### config.mk
export PLATFORM = sky130hd
export DESIGN_NAME = irqlb_mod_unit
export DESIGN_NICKNAME = d
export VERILOG_FILES = /design/src/hw/rtl/irqlb_pkg.sv /design/src/hw/rtl/irqlb_mod_unit.sv
export SDC_FILE = /design/constraint.sdc
export NUM_CORES = 1
export LEC_CHECK = 0
export BUFFER_PORTS_ARGS = -buffer_cell sky130_fd_sc_hd__buf_2
export CAP_MARGIN = 15
export CORE_ASPECT_RATIO = 1.2
export CORE_UTILIZATION = 65
export CTS_CLUSTER_SIZE = 30
export DETAILED_ROUTE_END_ITERATION = 6
export PLACE_DENSITY = 0.95
export SYNTH_ARGS = -nofsm -noshare
export SYNTH_HDL_FRONTEND = slang
export SYNTH_SLANG_ARGS = --single-unit
### constraint.sdc
create_clock -name clk -period 18.6 [get_ports clk]
set_input_delay 5.58 -clock clk [delete_from_list [all_inputs] [get_ports clk]]
set_output_delay 5.58 -clock clk [all_outputs]
set_load 0.02 [all_outputs]
### src/hw/rtl/irqlb_pkg.sv
// ============================================================================
// irqlb_pkg
// Shared types and constants of the interrupt load balancer.
// ============================================================================
package irqlb_pkg;

  localparam int DEF_MAX_CORES = 16;
  localparam int DEF_IRQ_LINES = 16;

  localparam int COUNT_W     = 64;
  localparam int INTERVAL_W  = 16;
  localparam int MOD_DIGIT_W = 4;    // dividend bits retired per remainder cycle
  localparam int CFG_IDX_W   = 2;
  localparam int CFG_DATA_W  = 16;

  localparam logic [COUNT_W-1:0] ALL_ONES  = 64'hFFFF_FFFF_FFFF_FFFF;
  localparam logic [COUNT_W-1:0] NEAR_FULL = 64'hFFFF_FFFF_FFFF_FFFE;

  localparam logic              RST_BAL_EN     = 1'b0;
  localparam logic              RST_SYM_MODE   = 1'b0;
  localparam logic [4:0]        RST_CORE_COUNT = 5'd1;
  localparam logic [INTERVAL_W-1:0] RST_INTERVAL = 16'd10;

  typedef enum logic [CFG_IDX_W-1:0] {
    CFG_BAL_EN     = 2'd0,
    CFG_SYM_MODE   = 2'd1,
    CFG_CORE_COUNT = 2'd2,
    CFG_INTERVAL   = 2'd3
  } cfg_index_t;

  typedef struct packed {
    logic [3:0] core_id;
    logic [3:0] irq_line;
  } item_t;

  typedef struct packed {
    logic       eoi_to_local_apic;
    logic       route_valid;
    logic [3:0] route_core;
    logic       counts_cleared;
  } result_t;

endpackage

### src/hw/rtl/irqlb_mod_unit.sv
// ============================================================================
// irqlb_mod_unit
// Iterative remainder of a 64-bit count by the 16-bit balance interval.
// ============================================================================
module irqlb_mod_unit
  import irqlb_pkg::*;
(
  input  logic                  clk,
  input  logic                  rst,
  input  logic                  start,
  input  logic [COUNT_W-1:0]    dividend,
  input  logic [INTERVAL_W-1:0] divisor,
  output logic                  done,
  output logic                  rem_zero
);

  localparam int STEPS  = COUNT_W / MOD_DIGIT_W;
  localparam int STEP_W = (STEPS > 1) ? $clog2(STEPS) : 1;

  logic [COUNT_W-1:0]    dvd;
  logic [INTERVAL_W-1:0] dvs;
  logic [INTERVAL_W-1:0] rem;
  logic [INTERVAL_W-1:0] rem_next;
  logic [INTERVAL_W:0]   trial;
  logic [STEP_W-1:0]     step;
  logic                  active;

  // Restoring remainder, one dividend digit per cycle, MSB first.
  always_comb begin
    rem_next = rem;
    trial    = '0;
    for (int k = 0; k < MOD_DIGIT_W; k++) begin
      trial = {rem_next, dvd[COUNT_W-1-k]};
      if (trial >= {1'b0, dvs}) begin
        trial = trial - {1'b0, dvs};
      end
      rem_next = trial[INTERVAL_W-1:0];
    end
  end

  always_ff @(posedge clk) begin
    if (rst) begin
      active <= 1'b0;
      done   <= 1'b0;
    end else begin
      done <= 1'b0;
      if (start) begin
        dvd    <= dividend;
        dvs    <= divisor;
        rem    <= '0;
        step   <= '0;
        active <= 1'b1;
      end else if (active) begin
        rem  <= rem_next;
        dvd  <= dvd << MOD_DIGIT_W;
        step <= step + STEP_W'(1);
        if (step == STEP_W'(STEPS - 1)) begin
          active <= 1'b0;
          done   <= 1'b1;
        end
      end
    end
  end

  assign rem_zero = (rem == '0);

endmodule

==> flow_summary.json <==
{
  "status": "complete, no violations",
  "io_buffer_count": 84,
  "synthArstFlopShare_pct": 0,
  "htree_levels": 3,
  "pre_cts_ws_ns": 7.89,
  "fin_ws_ns": 7.12,
  "syn_area_um2": 8200,
  "ys_seq_elements": 102,
  "rsz0062_at_grt": "false",
  "synth_top_area_share_pct": 36.6,
  "io-pin-count": 85,
  "cts_resized": 0,
  "tightest_slew_ns": 0.998,
  "max_freq_mhz": 87.1,
  "ant_nets": 0,
  "finalHoldViolCount": 0,
  "start_util_pct": 67.1,
  "synth.area.top_cells": "edfxtp_1 (37%), mux2_2 (10%), ha_1 (9.9%)",
  "critPathMostFrequentCell": "ha_1",
  "nets": 1012,
  "coreArea_um2": 12200,
  "overflow": 0,
  "syn_to_final_growth_pct": 9.93,
  "wl_per_cell_um": 21.8,
  "syn-mean-instance-area_um2": 10.4,
  "cts_tree": "done",
  "cts.hold.buffers_added": 0,
  "yosysTopAreaCell": "edfxtp_1",
  "clock-root-buffer": "clkbuf_16",
  "clock_path_buffers": 2,
  "routed_via_density": 6.90,
  "hp-class": "register to register",
  "crit_slowest_cell": "nor2_1",
  "clk_pin_slew_ns": 0.07,
  "synth_nets": 939,
  "synth_edf_count": 100,
  "drc": 0,
  "maxCapViolCount": 0,
  "postCtsSetupRepairBufs": 0,
  "antenna_found_initial": 1,
  "grt_max_degree": 86,
  "dpl.hpwl_um": 16000,
  "cts.sinks": 102,
  "routabilityCongestion": 0.947,
  "cts_made_buffers": 9,
  "yosys_warnings": 0,
  "fp.dieArea_um2": 13100,
  "crit_arrival_ns": 11.53,
  "fin_crit_ns": 11.48,
  "synth_cells": 787,
  "clock_skew_ns": 0.0107,
  "grt_pass1_wl_um": 34800,
  "ys_types": 75,
  "start_kind": "register",
  "worstSetupPathType": "register to register",
  "die_x_um": 105,
  "clk_latency_ns": 0.36,
  "vias": 7086,
  "dr.first_iter.drc_count": 893,
  "period_share_pct": 61.7,
  "drive_gt1_share_pct": 24.4,
  "end_kind": "register",
  "cpPeakStageDelay_ns": 0.69,
  "path_max_fanout": 16,
  "maxSlewViolCount": 0,
  "seq_area_frac_synth_pct": 37.1,
  "slew_headroom_pct": 33.5,
  "tns_ns": 0,
  "track_usage_pct": 34.4,
  "setup_viol": 0,
  "dr.pass1.iters": 6,
  "grt_pass1_vias": 6845,
  "critPathRequiredTime_ns": 18.65,
  "routed_wl_um": 22400,
  "rows": 44,
  "synthFlopType": "edfxtp_1",
  "fp.dieH_um": 125
}
## through the flow
stage | utilization, % | std cells | area, um2 | hold WS, ns
after detailed placement | 71.2 | 1010 | 8700 | 0.503
final | 73.8 | 1027 | 9010 | 0.510
after global placement | 71.2 | 1010 | 8700 | 0.484
after floorplan | - | 787 | 8200 | 0.458
after CTS | 73.7 | 1026 | 9010 | 0.512
after global routing | 73.8 | 1027 | 9010 | 0.519
## path summary, 6_finish.rpt
kind,start,endpoint,slack (ns),cells after the start
worst max-delay path,dvs[1],rem[9],7.12,37
worst max register to register,dvs[1],rem[9],7.12,37
worst min register to register,active,done,0.51,1
worst min-delay path,active,done,0.51,1
## layer usage
layer	up-vias	wire, um	track usage [%]
li1	3171	-	-
met1	3332	8130	40.8
met2	465	11000	59.3
met3	118	2120	6.78
met4	0	1120	17.3
met5	-	0	0
## worst max-delay path: cells and delay by family (launching register included)
family | cells | cell delay (ns)
AND/OR/NAND/NOR | 13 | 4.23
multiplexers | 1 | 0.36
buffers and inverters | 2 | 0.31
flip-flops | 1 | 0.43
adder cells (fa/ha/maj) | 4 | 1.37
AO/OA/AOI/OAI | 17 | 4.48
## flip-flops by register name, summed over array words and instances, names as in the netlist
name	count
dvs	16
active	1
dvd	64
step	4
rem	16
done	1
## cells in the final DEF (no fill, tap or decap), types with 4 or more instances in the layout
cell | Yosys | routed
a211oi_1 | 7 | 7
a21o_1 | 25 | 25
a21oi_1 | 51 | 51
a311oi_1 | 4 | 4
a31oi_1 | 4 | 4
and2_1 | 12 | 12
and3_1 | 7 | 7
and4_1 | 4 | 4
buf_2 | 5 | 84
buf_4 | 6 | 4
clkbuf_16 | 0 | 9
edfxtp_1 | 100 | 100
fa_1 | 4 | 4
ha_1 | 65 | 65
inv_1 | 43 | 43
mux2_2 | 73 | 73
mux2i_1 | 13 | 13
nand2_1 | 26 | 26
nand2b_1 | 10 | 10
nand3_1 | 20 | 20
nand4_1 | 20 | 20
nor2_1 | 40 | 39
nor2b_1 | 9 | 9
nor3_1 | 16 | 16
nor4_1 | 5 | 5
o211ai_1 | 17 | 17
o21a_1 | 20 | 20
o21ai_0 | 26 | 26
o21ai_1 | 10 | 10
o21bai_1 | 4 | 4
o22ai_1 | 5 | 5
or2_1 | 4 | 4
or2_2 | 10 | 10
or3_1 | 13 | 13
xnor2_1 | 27 | 27
xor2_1 | 14 | 14
## Yosys cell counts (5+ instances only)
library cell	count
nand3_1	20
a211oi_1	7
o21ai_0	26
o21a_1	20
and3_1	7
mux2_2	73
buf_2	5
buf_4	6
or2_2	10
nor3_1	16
o22ai_1	5
o211ai_1	17
nor2b_1	9
a21oi_1	51
nand4_1	20
edfxtp_1	100
inv_1	43
xnor2_1	27
nand2b_1	10
mux2i_1	13
nor4_1	5
ha_1	65
nand2_1	26
o21ai_1	10
nor2_1	40
and2_1	12
or3_1	13
a21o_1	25
xor2_1	14
clkbuf_1	8
## area by class of cell
type,instances,area (um2)
Multi-Input combinational cell,616,4840
Clock inverter,7,91.3
Clock buffer,9,225
Antenna cell,1,2.50
Tap cell,161,201
Timing Repair Buffer,88,450
Sequential cell,102,3040
Fill cell,800,3210
Inverter,43,161
## logic make-up (layout without fill, tap and decap cells)
kind of cell | count (synthesis) | count (layout) | share of synthesized area [%]
other cells | 0 | 1 | 0
simple gates | 208 | 208 | 14.1
flops | 102 | 102 | 37.1
xor+xnor | 41 | 41 | 4.38
mux | 90 | 90 | 12.3
fa+ha+maj | 69 | 69 | 10.9
compound gates | 208 | 208 | 17.3
buf+inv | 69 | 147 | 3.97
Power is left out: the tool's default activity adds up to more than one toggle a clock period on the data nets, which glitch-free logic cannot reach.
